--- src/rtl/fcpr_pkg.sv ---
package fcpr_pkg;

   localparam int CMD_W    = 2;
   localparam int PAGE_W   = 6;
   localparam int STATUS_W = 2;
   localparam int ENTRY_W  = PAGE_W + 1;

   // request commands (code 3 is a no-op)
   localparam logic [CMD_W-1:0] CMD_PUSH   = 2'd0;
   localparam logic [CMD_W-1:0] CMD_POP    = 2'd1;
   localparam logic [CMD_W-1:0] CMD_ACCESS = 2'd2;

   localparam logic [STATUS_W-1:0] ST_OK    = 2'd0;
   localparam logic [STATUS_W-1:0] ST_EMPTY = 2'd1;
   localparam logic [STATUS_W-1:0] ST_FULL  = 2'd2;
   localparam logic [STATUS_W-1:0] ST_MISS  = 2'd3;

   localparam logic MODE_FIFO  = 1'b0;
   localparam logic MODE_CLOCK = 1'b1;

   // controller -> datapath
   typedef struct packed {
      logic                capture;
      logic                push;
      logic                read;
      logic                rotate;
      logic                evict;
      logic                mark;
      logic                step;
      logic                finish;
      logic [STATUS_W-1:0] status;
      logic                load;
   } fcpr_ctl_type;

   // datapath -> controller
   typedef struct packed {
      logic [CMD_W-1:0] cmd;
      logic             mode;
      logic             empty;
      logic             full;
      logic             chance;
      logic             match;
      logic             last;
   } fcpr_stat_type;

endpackage

--- src/rtl/fcpr_if.sv ---
interface fcpr_req_if import fcpr_pkg::*; ();
   logic              valid;
   logic              ready;
   logic [CMD_W-1:0]  command;
   logic [PAGE_W-1:0] page;

   modport source (output valid, output command, output page, input ready);
   modport sink   (input valid, input command, input page, output ready);
endinterface

interface fcpr_rsp_if import fcpr_pkg::*; ();
   logic                valid;
   logic                ready;
   logic [PAGE_W-1:0]   victim_page;
   logic [STATUS_W-1:0] status;

   modport source (output valid, output victim_page, output status, input ready);
   modport sink   (input valid, input victim_page, input status, output ready);
endinterface

--- src/rtl/fcpr_datapath.sv ---
module fcpr_datapath import fcpr_pkg::*; #(
   parameter int MAX_PAGES = 64
) (
   input  logic                clock,
   input  logic                reset,
   input  fcpr_ctl_type        ctl,
   output fcpr_stat_type       stat,
   input  logic [CMD_W-1:0]    req_command,
   input  logic [PAGE_W-1:0]   req_page,
   input  logic                csr_wr_en,
   input  logic                csr_wr_data,
   output logic [PAGE_W-1:0]   rsp_victim_page,
   output logic [STATUS_W-1:0] rsp_status
);

   localparam int SLOT_W  = $clog2(MAX_PAGES);
   localparam int COUNT_W = $clog2(MAX_PAGES + 1);
   localparam logic [COUNT_W-1:0] FULL_COUNT = COUNT_W'(MAX_PAGES);
   localparam logic [SLOT_W:0]    DEPTH_EXT  = (SLOT_W + 1)'(MAX_PAGES);
   localparam logic [SLOT_W-1:0]  LAST_SLOT  = SLOT_W'(MAX_PAGES - 1);

   logic [ENTRY_W-1:0]  ring_mem [MAX_PAGES];

   logic [SLOT_W-1:0]   head_ff, head_in;
   logic [COUNT_W-1:0]  count_ff, count_in;
   logic [COUNT_W-1:0]  idx_ff, idx_in;
   logic                mode_ff, mode_in;
   logic [CMD_W-1:0]    cmd_ff;
   logic [PAGE_W-1:0]   page_ff;
   logic [ENTRY_W-1:0]  rd_data_ff;
   logic [PAGE_W-1:0]   res_page_ff;
   logic [STATUS_W-1:0] res_status_ff;
   logic [PAGE_W-1:0]   out_page_ff;
   logic [STATUS_W-1:0] out_status_ff;

   logic [SLOT_W:0]     scan_sum, tail_sum;
   logic [SLOT_W-1:0]   scan_slot, tail_slot, head_next;
   logic [PAGE_W-1:0]   rd_page;
   logic                wr_en;
   logic [SLOT_W-1:0]   wr_addr;
   logic [ENTRY_W-1:0]  wr_data;

   assign rd_page = rd_data_ff[ENTRY_W-1:1];

   // ring positions: head below depth, offset at most depth, so one subtract wraps
   always_comb begin
      scan_sum  = {1'b0, head_ff} + (SLOT_W + 1)'(idx_ff);
      tail_sum  = {1'b0, head_ff} + (SLOT_W + 1)'(count_ff);
      scan_slot = (scan_sum >= DEPTH_EXT) ? SLOT_W'(scan_sum - DEPTH_EXT) : scan_sum[SLOT_W-1:0];
      tail_slot = (tail_sum >= DEPTH_EXT) ? SLOT_W'(tail_sum - DEPTH_EXT) : tail_sum[SLOT_W-1:0];
      head_next = (head_ff == LAST_SLOT) ? '0 : head_ff + SLOT_W'(1);
   end

   always_comb begin
      wr_en   = ctl.push | ctl.rotate | ctl.mark;
      wr_addr = ctl.mark ? scan_slot : tail_slot;
      if (ctl.push) begin
         wr_data = {page_ff, 1'b1};
      end else if (ctl.mark) begin
         wr_data = {rd_page, 1'b1};
      end else begin
         wr_data = {rd_page, 1'b0};
      end
   end

   always_ff @(posedge clock) begin
      if (wr_en) begin
         ring_mem[wr_addr] <= wr_data;
      end
      if (ctl.read) begin
         rd_data_ff <= ring_mem[scan_slot];
      end
   end

   always_comb begin
      head_in  = head_ff;
      count_in = count_ff;
      idx_in   = idx_ff;
      mode_in  = csr_wr_en ? csr_wr_data : mode_ff;
      if (ctl.capture) begin
         idx_in = '0;
      end else if (ctl.step) begin
         idx_in = idx_ff + COUNT_W'(1);
      end
      if (ctl.push) begin
         count_in = count_ff + COUNT_W'(1);
      end
      if (ctl.rotate) begin
         head_in = head_next;
      end
      if (ctl.evict) begin
         head_in  = head_next;
         count_in = count_ff - COUNT_W'(1);
      end
   end

   always_ff @(posedge clock) begin
      if (reset) begin
         head_ff  <= '0;
         count_ff <= '0;
         idx_ff   <= '0;
         mode_ff  <= MODE_CLOCK;
      end else begin
         head_ff  <= head_in;
         count_ff <= count_in;
         idx_ff   <= idx_in;
         mode_ff  <= mode_in;
      end
   end

   always_ff @(posedge clock) begin
      if (ctl.capture) begin
         cmd_ff  <= req_command;
         page_ff <= req_page;
      end
      if (ctl.finish) begin
         res_status_ff <= ctl.status;
         res_page_ff   <= ctl.evict ? rd_page : '0;
      end
      if (ctl.load) begin
         out_page_ff   <= res_page_ff;
         out_status_ff <= res_status_ff;
      end
   end

   assign stat.cmd    = cmd_ff;
   assign stat.mode   = mode_ff;
   assign stat.empty  = (count_ff == '0);
   assign stat.full   = (count_ff == FULL_COUNT);
   assign stat.chance = rd_data_ff[0];
   assign stat.match  = (rd_page == page_ff);
   assign stat.last   = ((idx_ff + COUNT_W'(1)) == count_ff);

   assign rsp_victim_page = out_page_ff;
   assign rsp_status      = out_status_ff;

endmodule

--- src/rtl/fcpr_ctrl.sv ---
module fcpr_ctrl import fcpr_pkg::*; (
   input  logic          clock,
   input  logic          reset,
   input  logic          req_valid,
   output logic          req_ready,
   output logic          rsp_valid,
   input  logic          rsp_ready,
   input  fcpr_stat_type stat,
   output fcpr_ctl_type  ctl
);

   typedef enum logic [2:0] {
      S_IDLE,
      S_DECIDE,
      S_READ,
      S_CHECK,
      S_DONE
   } state_type;

   state_type state_ff, state_in;
   logic      rsp_valid_ff;

   always_comb begin
      state_in  = state_ff;
      ctl       = '0;
      req_ready = 1'b0;
      unique case (state_ff)
         S_IDLE: begin
            req_ready = 1'b1;
            if (req_valid) begin
               ctl.capture = 1'b1;
               state_in    = S_DECIDE;
            end
         end
         S_DECIDE: begin
            unique case (stat.cmd)
               CMD_PUSH: begin
                  ctl.finish = 1'b1;
                  if (stat.full) begin
                     ctl.status = ST_FULL;
                  end else begin
                     ctl.push   = 1'b1;
                     ctl.status = ST_OK;
                  end
                  state_in = S_DONE;
               end
               CMD_POP: begin
                  if (stat.empty) begin
                     ctl.finish = 1'b1;
                     ctl.status = ST_EMPTY;
                     state_in   = S_DONE;
                  end else begin
                     state_in = S_READ;
                  end
               end
               CMD_ACCESS: begin
                  if (stat.empty) begin
                     ctl.finish = 1'b1;
                     ctl.status = ST_MISS;
                     state_in   = S_DONE;
                  end else begin
                     state_in = S_READ;
                  end
               end
               default: begin
                  ctl.finish = 1'b1;
                  ctl.status = ST_OK;
                  state_in   = S_DONE;
               end
            endcase
         end
         S_READ: begin
            ctl.read = 1'b1;
            state_in = S_CHECK;
         end
         S_CHECK: begin
            if (stat.cmd == CMD_POP) begin
               // second chance: clear the bit, requeue at the tail, look again
               if (stat.mode == MODE_CLOCK && stat.chance) begin
                  ctl.rotate = 1'b1;
                  state_in   = S_READ;
               end else begin
                  ctl.evict  = 1'b1;
                  ctl.finish = 1'b1;
                  ctl.status = ST_OK;
                  state_in   = S_DONE;
               end
            end else if (stat.match) begin
               ctl.mark   = 1'b1;
               ctl.finish = 1'b1;
               ctl.status = ST_OK;
               state_in   = S_DONE;
            end else if (stat.last) begin
               ctl.finish = 1'b1;
               ctl.status = ST_MISS;
               state_in   = S_DONE;
            end else begin
               ctl.step = 1'b1;
               state_in = S_READ;
            end
         end
         S_DONE: begin
            if (!rsp_valid_ff || rsp_ready) begin
               ctl.load = 1'b1;
               state_in = S_IDLE;
            end
         end
         default: begin
            state_in = S_IDLE;
         end
      endcase
   end

   always_ff @(posedge clock) begin
      if (reset) begin
         state_ff     <= S_IDLE;
         rsp_valid_ff <= 1'b0;
      end else begin
         state_ff <= state_in;
         if (ctl.load) begin
            rsp_valid_ff <= 1'b1;
         end else if (rsp_ready) begin
            rsp_valid_ff <= 1'b0;
         end
      end
   end

   assign rsp_valid = rsp_valid_ff;

endmodule

--- src/rtl/fifo_clock_page_replacer_core.sv ---
// Channel   Dir  Handshake          Payload
// req_chan  in   valid/ready        command[1:0], page[5:0]
// rsp_chan  out  valid/ready        victim_page[5:0], status[1:0]
// csr       in   csr_wr_en (write)  csr_wr_data = policy_mode
//
// One request at a time. Push, no-op and a pop on an empty ring go from DECIDE
// to DONE; pop and access loop READ and CHECK on the ring memory's single
// registered read port; clock-mode pops requeue marked heads. Reset is
// synchronous and clears head, count, scan index, mode, state and rsp valid.
// A response waits in the output register while the next request is taken;
// that one stalls only if it finishes while rsp is still held.
module fifo_clock_page_replacer_core import fcpr_pkg::*; #(
   parameter int MAX_PAGES = 64
) (
   input  logic      clock,
   input  logic      reset,
   fcpr_req_if.sink   req_chan,
   fcpr_rsp_if.source rsp_chan,
   input  logic      csr_wr_en,
   input  logic      csr_wr_data
);

   fcpr_ctl_type  ctl;
   fcpr_stat_type stat;

   fcpr_ctrl u_ctrl (
      .clock     (clock),
      .reset     (reset),
      .req_valid (req_chan.valid),
      .req_ready (req_chan.ready),
      .rsp_valid (rsp_chan.valid),
      .rsp_ready (rsp_chan.ready),
      .stat      (stat),
      .ctl       (ctl)
   );

   fcpr_datapath #(
      .MAX_PAGES (MAX_PAGES)
   ) u_datapath (
      .clock           (clock),
      .reset           (reset),
      .ctl             (ctl),
      .stat            (stat),
      .req_command     (req_chan.command),
      .req_page        (req_chan.page),
      .csr_wr_en       (csr_wr_en),
      .csr_wr_data     (csr_wr_data),
      .rsp_victim_page (rsp_chan.victim_page),
      .rsp_status      (rsp_chan.status)
   );

endmodule

--- src/flat_wrapper.sv ---
// flat-port wrapper written by rule: the top's interface ports become plain ports
module fifo_clock_page_replacer_core_flat import fcpr_pkg::*;
#(
   parameter int MAX_PAGES = 64
)
  (clock, reset, csr_wr_en, csr_wr_data, req_chan_valid, req_chan_command, req_chan_page, req_chan_ready, rsp_chan_valid, rsp_chan_victim_page, rsp_chan_status, rsp_chan_ready);
  fcpr_req_if req_chan_i ();
  fcpr_rsp_if rsp_chan_i ();
  input  logic clock;
  input  logic reset;
  input  logic csr_wr_en;
  input  logic csr_wr_data;
  input wire logic [$bits(req_chan_i.valid)-1:0] req_chan_valid;
  input wire logic [$bits(req_chan_i.command)-1:0] req_chan_command;
  input wire logic [$bits(req_chan_i.page)-1:0] req_chan_page;
  output wire logic [$bits(req_chan_i.ready)-1:0] req_chan_ready;
  output wire logic [$bits(rsp_chan_i.valid)-1:0] rsp_chan_valid;
  output wire logic [$bits(rsp_chan_i.victim_page)-1:0] rsp_chan_victim_page;
  output wire logic [$bits(rsp_chan_i.status)-1:0] rsp_chan_status;
  input wire logic [$bits(rsp_chan_i.ready)-1:0] rsp_chan_ready;
  assign req_chan_i.valid = req_chan_valid;
  assign req_chan_i.command = req_chan_command;
  assign req_chan_i.page = req_chan_page;
  assign req_chan_ready = req_chan_i.ready;
  assign rsp_chan_valid = rsp_chan_i.valid;
  assign rsp_chan_victim_page = rsp_chan_i.victim_page;
  assign rsp_chan_status = rsp_chan_i.status;
  assign rsp_chan_i.ready = rsp_chan_ready;
  fifo_clock_page_replacer_core #(.MAX_PAGES(MAX_PAGES)) u_core (.clock(clock), .reset(reset), .req_chan(req_chan_i), .rsp_chan(rsp_chan_i), .csr_wr_en(csr_wr_en), .csr_wr_data(csr_wr_data));
endmodule
--- config.mk ---
export PLATFORM = sky130hd
export DESIGN_NAME = fifo_clock_page_replacer_core_flat
export DESIGN_NICKNAME = d
export VERILOG_FILES = /design/src/rtl/fcpr_pkg.sv /design/src/rtl/fcpr_if.sv /design/src/rtl/fcpr_datapath.sv /design/src/rtl/fcpr_ctrl.sv /design/src/rtl/fifo_clock_page_replacer_core.sv /design/src/flat_wrapper.sv
export SDC_FILE = /design/constraint.sdc
export NUM_CORES = 1
export LEC_CHECK = 0
export ABC_CLOCK_PERIOD_IN_PS = 7550
export BUFFER_PORTS_ARGS = -buffer_cell sky130_fd_sc_hd__buf_4
export CORE_MARGIN = 4
export CORE_UTILIZATION = 34
export CTS_CLUSTER_DIAMETER = 30
export DETAILED_ROUTE_END_ITERATION = 8
export GPL_ROUTABILITY_DRIVEN = 0
export GPL_TIMING_DRIVEN = 0
export HOLD_SLACK_MARGIN = 0.03
export SLEW_MARGIN = 10
export SYNTH_ARGS = -nofsm -noshare
export SYNTH_HDL_FRONTEND = slang
export SYNTH_SLANG_ARGS = --single-unit
--- constraint.sdc ---
create_clock -name clock -period 7.55 [get_ports clock]
set_clock_uncertainty 0.2 [all_clocks]
set_input_delay 0.755 -clock clock [delete_from_list [all_inputs] [get_ports clock]]
set_output_delay 0.755 -clock clock [all_outputs]
set_load 0.05 [all_outputs]
# Yosys cells after proc, flatten, opt, wreduce, memory -nomap -nowiden
# Memory sizes are Yosys's and may differ from the RTL's. A register that Yosys moved wholly into a read port is not among the register bits.
# Cells that the tools add are included.
[totals]
reg_bits = 49
mem_bits_rw = 448
in_bits = 14
out_inout_bits = 10
wordCells = 98
mem_count = 1
[op_classes]
n_addsub = 8
n_lt_le_gt_ge = 2
eq_ne = 12
mux = 49
n_bitwise = 2
reduce_logical = 12
[mem_list]
columns = ["name", "words", "width", "rd", "rd_ports_with_merged_regs", "wr", "line", "text"]
rows = [
  ["u_core.u_datapath.ring_mem", 64, 7, 1, 1, 1, "fcpr_datapath.sv:22", "logic [ENTRY_W-1:0] ring_mem [MAX_PAGES];"],
]
[op_table]
columns = ["cell", "count"]
rows = [
  ["$mux W3", 14],
  ["$mux W6", 6],
  ["$mux W7", 3],
  ["$mux W1", 19],
  ["$pmux W3 S5", 1],
  ["$add A6 B7 Y7", 2],
  ["$add A7 B1 Y7 const B", 2],
  ["$ge A7 B7 Y1 const B", 2],
  ["$sub A6 B1 Y6 const B", 2],
  ["$pmux W3 S3", 1],
  ["$eq A7 B7 Y1", 1],
  ["$eq A7 B7 Y1 const B", 1],
  ["$logic_not A7 Y1", 1],
  ["$sub A7 B1 Y7 const B", 1],
  ["$add A6 B1 Y6 const B", 1],
  ["$eq A3 B2 Y1 const B", 2],
  ["$eq A6 B6 Y1", 1],
  ["$eq A6 B6 Y1 const B", 1],
  ["$mux W2", 3],
  ["$pmux W3 S2", 1],
  ["$reduce_bool A2 Y1", 3],
  ["$mux W4", 1],
  ["$ne A2 B2 Y1 const B", 2],
  ["$reduce_or A2 Y1", 2],
  ["11 further kinds", 12],
]

# Longest topological paths before layout
# Gate-level depths: netlist (run 1).
[logic_depth]
depth_word = 10
ltp_mapped = 13
depth_no_buf = 13

# Modules after synthesis
# A second synthesis (run 1) with hierarchy kept.
[hier_totals]
cells_unflattened = 1149
hier_area_um2 = 20937.6
[by_module_without_submodules]
columns = ["mod", "instances", "cells_per_inst", "area_per_inst_um2"]
rows = [
  ["fcpr_datapath", 1, 1101, 20566.0],
  ["fcpr_ctrl", 1, 48, 371.6],
]

# Worst setup path before layout (run 1)
# No wires, ideal clock.
[synth_path]
path_kind = "reg-to-reg"
startpoint = "reg u_core.u_datapath.idx_ff[0]"
endpoint = "mem u_core.u_datapath.ring_mem[44][0] (netlist name), enable pin"
arrival_time_ns = 2.902
t_required_ns = 6.990
path_slack_ns = 4.088
stages_incl_launch_ff = 11
path_buffers = 3
synth_period_minus_slack_ns = 3.462
path_cell_list = "dfxtp_1 ha_1 inv_1 fa_1 buf_2 buf_1 clkbuf_1 nand2_1 o21ai_0 nand2_1 nor2_1"
[synth_between]
elab_chain_len = 4
[synth_rtl]
columns = ["element", "line", "text"]
rows = [
  ["from (decl)", "fcpr_datapath.sv:26", "logic [COUNT_W-1:0] idx_ff, idx_in;"],
  ["from (signal assigned)", "fcpr_datapath.sv:106", "idx_ff <= idx_in;"],
  ["$add A6 B7 Y7 *", "fcpr_datapath.sv:47", "scan_sum = {1'b0, head_ff} + (SLOT_W + 1)'(idx_ff);"],
  ["$sub A6 B1 Y6 / $ge A7 B7 Y1 (equally long branches)", "fcpr_datapath.sv:49", "scan_slot = (scan_sum >= DEPTH_EXT) ? SLOT_W'(scan_sum - DEPTH_EXT) : scan_sum[SLOT_W-1:0];"],
  ["$mux W6 *", "fcpr_datapath.sv:49", ""],
  ["$mux W6 *", "fcpr_datapath.sv:56", "wr_addr = ctl.mark ? scan_slot : tail_slot;"],
  ["to (decl)", "fcpr_datapath.sv:22", ""],
]
# Every way passes the cells marked *; elsewhere a longest branch is shown, timed or not.

# Final worst setup path (run 1)
[layout_path]
startpoint = "reg u_core.u_datapath.head_ff[1]"
endpoint = "mem u_core.u_datapath.ring_mem[44][6] (netlist name), enable pin"
[layout_between]
elab_chain_len = 4
[layout_rtl]
columns = ["element", "line", "text"]
rows = [
  ["from (decl)", "fcpr_datapath.sv:24", "logic [SLOT_W-1:0] head_ff, head_in;"],
  ["from (signal assigned)", "fcpr_datapath.sv:104", "head_ff <= head_in;"],
  ["$add A6 B7 Y7, on equally long branches", "fcpr_datapath.sv:48, fcpr_datapath.sv:47", ""],
  ["$sub A6 B1 Y6, or another cell as far along", "fcpr_datapath.sv:50", "tail_slot = (tail_sum >= DEPTH_EXT) ? SLOT_W'(tail_sum - DEPTH_EXT) : tail_sum[SLOT_W-1:0];"],
  ["$mux W6, on equally long branches", "fcpr_datapath.sv:50, fcpr_datapath.sv:49", ""],
  ["$mux W6 *", "fcpr_datapath.sv:56", ""],
]
# Marked as above.

==> metrics.cfg, run 1 <==
[setup_path]
crit_path_max_incr_delay_ns=0.77
cp_common_cell=nand2_1
worst_setup_path_end_kind=flip-flop
worstSetupPathType=flip-flop to flip-flop
worstPathCellList=inv_1, fa_1, buf_2, buf_1, clkbuf_1, nand2_1, o21ai_0, nand2_1, nor2_1
cp_max_fo=10
required_ns=7.58
cp-start-kind=flip-flop
crit_arrival_ns=5.35
cp_slowest_cell=nor2_1

[final_layout]
drive_above_1_share=0.2446
area_growth_pct=21.93
fin_nets=1342
antenna_cells=0
final_common_cell=edfxtp_1
final_cell_mix=edfxtp_1, mux4_2, clkbuf_16

[outcome]
status=completed

[placement]
numPortBuffers=23
hpwlAfterDp_um=30990

[floorplanning]
die_w_um=255.6
num_rows=90
start_util=0.3441
die_h_um=255.6
dieArea_um2=65350
core_area_um2=60580
io-pin-count=24

[yosys]
yosysUniqueCellTypes=60
synth_edf_count=479
netlist_area_um2=20850
synth-seq-area-share=0.7139
synthCells=1180
ys.flop_type=edfxtp_1
async_reset_ff_frac=0
yosys_warnings=0
synth.avg_cell_area_um2=17.67
syn_nets=1218
ys_ff_latch=504

[cts]
root_buffer=clkbuf_16
htreeDepth=3
cts_hold_buf=0
cts_made_buffers=97
clk_latency_ns=0.63
tritoncts=built
post_cts_buffers=0
cts.sinks=504
cts.repair.resized=0
clk_pin_slew_ns=0.05
cts.path.max_buffers=3

[detailed_routing]
drtPass1Iterations=5
wl_per_cell_um=22.50
drtIter0Drc=1020
route.vias.total=11370
via_per_inst=5.255
drc=0
ant_nets=0
drt_wl_total_um=48700

[global_route]
grt_first_pass_wirelength_um=73230
grt_overflow=0
grt_max_degree=65
grt_pass1_vias=11570
antenna_found_initial=1
track_usage=0.1478

[timing]
slew_violations=0
finalCritPeriodShare=0.7052
fmaxAchievable_ghz=0.1878
grt_setup_unrepaired=false
finalSetupViolCount=0
tightest_slew_ns=1.192
hold_viol_final=0
maxSlewHeadroom=0.1966
tns_ns=0
period_minus_slack_ns=5.324

[power]
powerDensity_nw_per_um2=292.9
vdd_drop_max_mv=0.1348
p_leak_uw=0.008290
total_power_uw=7447

[hold_path]
hp-class=input port to flip-flop

[flow_run]
maxCapViolCount=0

## layout make-up
cell class              count  area [µm²]
well taps                 782       978.4
clock buffers             108        2511
multi-input cells         612        5728
fillers                  5279       35160
inverters                  16       60.06
clock inverters            69       839.6
plain buffers              48       206.4
flip-flops and latches    504       14880
repair buffers             25       212.7
## worst max-delay path: cells and delay by family, from the launching register on
family	cells	cell delay, ns
buf+inv	4	1.64
simple gates	3	1.48
fa+ha+maj	1	0.57
compound gates	1	0.55
flops	1	0.48
## sequential cells by signal (all words and copies together), names as in the netlist
signal / count
u_core.u_datapath.res_page_ff: 6
u_core.u_datapath.count_ff: 7
u_core.u_datapath.rsp_status: 2
u_core.u_datapath.idx_ff: 7
u_core.u_datapath.head_ff: 6
u_core.u_datapath.rsp_victim_page: 6
u_core.u_datapath.page_ff: 6
u_core.u_datapath.rd_data_ff: 7
u_core.u_ctrl.state_ff: 3
u_core.u_datapath.ring_mem: 448
u_core.u_datapath.mode_ff: 1
u_core.u_ctrl.rsp_valid: 1
u_core.u_datapath.res_status_ff: 2
u_core.u_datapath.cmd_ff: 2
## synthesized netlist by cell type, types with 2 or more instances
library cell	count	area, µm²
a211oi_1	2	15.01
a21o_1	5	37.54
a21oi_1	35	175.2
a22oi_1	12	90.09
a311oi_1	9	78.83
a31oi_1	10	62.56
and2_1	11	68.82
and3_1	18	112.6
buf_1	5	18.77
buf_2	18	90.09
clkbuf_1	24	90.09
dfxtp_1	25	500.5
edfxtp_1	479	14380
fa_1	3	60.06
ha_1	21	262.8
inv_1	16	60.06
mux2_2	7	78.83
mux2i_1	27	270.3
mux4_2	113	2545
nand2_1	92	345.3
nand2b_1	6	37.54
nand3_1	25	125.1
nand3b_1	2	15.01
nand4_1	6	37.54
nor2_1	96	360.4
nor2b_1	7	43.79
nor3_1	8	40.04
nor3b_1	4	30.03
nor4_1	3	18.77
o21a_1	4	30.03
o21ai_0	9	45.04
o21ai_1	2	10.01
o22ai_1	2	12.51
o22ai_4	2	40.04
o31ai_1	4	30.03
o31ai_2	2	25.02
or2_2	2	12.51
or3_1	4	25.02
xnor2_1	24	210.2
xor2_1	16	140.1
## cells by family (layout without fill, tap and decap cells)
logic type               Yosys count  count (layout)  share of synthesized area
AO/OA/AOI/OAI                    110             110                    0.03829
multiplexers                     147             147                     0.1388
XOR/XNOR                          40              40                    0.01680
adder cells (fa/ha/maj)           24              24                    0.01548
AND/OR/NAND/NOR                  291             291                    0.06392
buffers and inverters             64             266                    0.01278
flip-flops                       504             504                     0.7139
## stage by stage
stage          cells  area [µm²]  hold slack (ns)    util  worst slack, ns
6_report        2164       25420           0.1191  0.4196            2.226
5_1_grt         2164       25420          0.09484  0.4196            1.989
4_1_cts         2164       25390          0.08889  0.4191            2.272
3_3_place_gp    1985       22000           0.2087  0.3631            2.381
2_1_floorplan   1180       20850           0.2003       -            4.088
3_5_place_dp    1987       22040           0.2089  0.3638            2.305
## power breakdown
part	switching, µW	internal, µW
sequential	5.87	3050
clock	1420	2910
combinational	44.1	19.6
## path summary, 6_finish.rpt
kind                                                    endpoint  slack [ns]                                      startpoint  cells past startpoint
setup / recovery     u_core.u_datapath.ring_mem[44][6]$_DFFE_PP_        2.23       u_core.u_datapath.head_ff[1]$_SDFFE_PP0P_                      9
hold / removal             u_core.u_datapath.cmd_ff[0]$_DFFE_PP_        0.12                             req_chan_command[0]                      1
setup reg to reg     u_core.u_datapath.ring_mem[44][6]$_DFFE_PP_        2.23       u_core.u_datapath.head_ff[1]$_SDFFE_PP0P_                      9
hold reg to reg   u_core.u_datapath.rsp_victim_page[0]$_DFFE_PP_        0.21  u_core.u_datapath.res_page_ff[0]$_SDFFCE_PN0P_                      0
## per-layer routing
layer,vias to the layer above,GRT usage,wire (µm)
met5,-,0,12
met4,2,0.05973,1851
met3,117,0.04799,3872
met2,407,0.2234,22410
met1,5858,0.1986,20550
li1,4987,-,-
Note: power is estimated with default switching activity, not from simulation.
==> inputs of run 2 (changes only) <==
ABC_CLOCK_PERIOD_IN_PS = 4900   (was 7550)
clock period = 4.9 ns   (was 7.55 ns; I/O delays follow)
==> run 2 against run 1 <==
  * Setup slack worse by 2.1 ns
  * First-iteration DRC count increased by 1.8%
  * Via count increased by 0.77%
  * Count of clock-buffer cells in the layout unchanged
  * Non-clock buffer count up 12
  * Register-to-register slack lost 2.1 ns
  * Critical endpoint is now u_core.u_datapath.rd_data_ff[2]$_DFFE_PP_
  * Largest power group unchanged
  * Highest routed layer is now met4
==> metrics.cfg, run 2 (synthesis gave the netlist of run 1 again) <==
[timing]
hold_viol_final=0  ; unchanged
maxSlewHeadroom=0.1957  ; -0.0008910
finalCritPeriodShare=0.9724  ; +0.2672
fmaxAchievable_ghz=0.2099  ; +12%
grt_setup_unrepaired=true
period_minus_slack_ns=4.765  ; -0.5595 ns
tightest_slew_ns=1.206  ; +0.01394 ns
slew_violations=0  ; unchanged
finalSetupViolCount=0  ; unchanged

[hold_path]
holdPathEnd=u_core.u_datapath.rsp_victim_page[0]$_DFFE_PP_
hp-class=flip-flop to flip-flop
hold_depth=0  ; -1
min_from=u_core.u_datapath.res_page_ff[0]$_SDFFCE_PN0P_

[setup_path]
cp_max_fo=10  ; unchanged
reg2reg_to=u_core.u_datapath.rd_data_ff[2]$_DFFE_PP_
cp_slowest_cell=buf_1
reg2reg_slack_ns=0.14  ; -2.09 ns
worstPathCellList=ha_1, inv_1, fa_1, buf_2, buf_1, clkbuf_1, mux4_2, mux2i_1, a22oi_1, a21oi_1, a21oi_1
required_ns=5.01  ; -2.57 ns
worstSetupPathType=flip-flop to flip-flop
cp-start-kind=flip-flop
crit_arrival_ns=4.88  ; -0.47 ns
reg2reg_from=u_core.u_datapath.idx_ff[0]$_SDFFE_PP0P_
worst_setup_path_end_kind=flip-flop
cp_common_cell=a21oi_1
reg2reg_depth=11  ; +2
crit_path_max_incr_delay_ns=0.70  ; -0.07 ns

[cts]
root_buffer=clkbuf_16
htreeDepth=3  ; unchanged
clk_pin_slew_ns=0.05  ; about the same
clk_latency_ns=0.63  ; about the same
tritoncts=built
cts.path.max_buffers=3  ; unchanged
cts.sinks=504  ; unchanged
cts_made_buffers=97  ; unchanged
post_cts_buffers=0  ; unchanged

[floorplanning]
die_w_um=255.6  ; unchanged
start_util=0.3441  ; unchanged
num_rows=90  ; unchanged
core_area_um2=60580  ; unchanged
dieArea_um2=65350  ; unchanged
die_h_um=255.6  ; unchanged
io-pin-count=24  ; unchanged

[final_layout]
drive_above_1_share=0.2554  ; +0.01081
fin_nets=1354  ; +0.89%
multi_input_area_um2=5772  ; +0.76%
final_cell_mix=edfxtp_1, mux4_2, clkbuf_16
final_common_cell=edfxtp_1
area_growth_pct=22.72
fin_util=0.4223  ; +0.002726
regMostFlops=u_core.u_datapath.ring_mem
fillers=5266  ; -0.25%
seq_area_um2=14880  ; unchanged
largest_reg_flops=448  ; unchanged
antenna_cells=0  ; unchanged

[detailed_routing]
drc=0  ; unchanged
ant_nets=0  ; unchanged
drtPass1Iterations=6  ; +1
via_per_inst=5.266  ; +0.22%
wl_per_cell_um=22.45  ; -0.23%
drt_wl_total_um=48850  ; +0.32%
route.vias.total=11460  ; +0.77%
drtIter0Drc=1038  ; +1.8%

[power]
sw_frac_of_total=0.1975  ; about the same
p_leak_uw=0.008343  ; +0.64%
total_power_uw=11480  ; +54%
netSwitchingPower_uw=2267  ; +54%
vdd_drop_max_mv=0.2074  ; +54%
p_comb_frac=0.009  ; about the same
clockPowerShare=0.581  ; about the same
powerDensity_nw_per_um2=448.7  ; +53%
p_int_uw=9213  ; +54%
power_frac_seq=0.410  ; about the same

[placement]
hpwlAfterDp_um=30990  ; unchanged
numPortBuffers=23  ; unchanged

[global_route]
grt_overflow=0  ; unchanged
track_usage=0.1482  ; +0.0004531
grt_pass1_vias=11620  ; +0.45%
grt_max_degree=65  ; unchanged
grt_first_pass_wirelength_um=73490  ; +0.36%
antenna_found_initial=0  ; -1

[outcome]
status=completed

[flow_run]
maxCapViolCount=0  ; unchanged

## run 2: worst max-delay path by stage
stage,startpoint,to,slack (ns),cells after the start
2_1_floorplan,u_core.u_datapath.idx_ff[0]$_SDFFE_PP0P_,u_core.u_datapath.ring_mem[44][0]$_DFFE_PP_,1.44,10
3_3_place_gp,u_core.u_datapath.head_ff[1]$_SDFFE_PP0P_,u_core.u_datapath.ring_mem[12][0]$_DFFE_PP_,-0.27,8
3_5_place_dp,u_core.u_datapath.head_ff[1]$_SDFFE_PP0P_,u_core.u_datapath.ring_mem[53][1]$_DFFE_PP_,-0.34,9
4_1_cts,u_core.u_datapath.head_ff[1]$_SDFFE_PP0P_,u_core.u_datapath.rd_data_ff[3]$_DFFE_PP_,0.17,10
5_1_grt,u_core.u_datapath.head_ff[1]$_SDFFE_PP0P_,u_core.u_datapath.ring_mem[24][1]$_DFFE_PP_,-0.07,8
6_report,u_core.u_datapath.idx_ff[0]$_SDFFE_PP0P_,u_core.u_datapath.rd_data_ff[2]$_DFFE_PP_,0.14,11
## run 2: worst max-delay path: cells and delay by family, from the launching register on
family / cells / cell delay, ns
adder cells (fa/ha/maj): 2 / 0.72
flip-flops: 1 / 0.46
buffers and inverters: 4 / 1.67
multiplexers: 2 / 0.63
AO/OA/AOI/OAI: 3 / 0.75
## run 2: final cells by class
| class | count | area share |
|---|---|---|
| Inverter | 16 | 0.002347 |
| Tap cell | 782 | 0.03824 |
| Buffer | 48 | 0.008118 |
| Timing Repair Buffer | 37 | 0.01301 |
| Sequential cell | 504 | 0.5817 |
| Clock inverter | 69 | 0.03281 |
| Clock buffer | 108 | 0.09815 |
| Multi-Input combinational cell | 612 | 0.2256 |
## run 2: layer usage
layer,wire length [µm],part of all wire,global-route usage
met5,0,0,0
met4,1732,0.035,0.05821
met3,3906,0.080,0.04561
met2,22780,0.47,0.2260
met1,20430,0.42,0.2000
## run 2: power by group through the flow
stage | logic (µW) | registers [µW] | clock network, µW
CTS | 107 | 4710 | 6760
global placement | 93.2 | 4780 | 0
finish | 106 | 4710 | 6670
floorplan | 50.5 | 4790 | 0
global route | 116 | 4700 | 7020
detailed placement | 98.6 | 4780 | 0
## run 2: repair_timing
item	CTS	global route
hold buffers	12	0
setup endpoints to repair	147	178
gates resized for setup	16	4
hold endpoints to repair	12	0
## run 2: stage by stage
step / setup TNS [ns] / area [µm²] / instances / hold slack, ns / setup slack (ns)
3_5_place_dp: -26.10 / 22040 / 1987 / 0.2089 / -0.3449
5_1_grt: -2.305 / 25590 / 2176 / 0.2184 / -0.07122
2_1_floorplan: 0 / 20850 / 1180 / 0.2003 / 1.438
6_report: 0 / 25590 / 2176 / 0.2134 / 0.1352
3_3_place_gp: -19.79 / 22000 / 1985 / 0.2087 / -0.2688
4_1_cts: 0 / 25560 / 2176 / 0.2158 / 0.1702
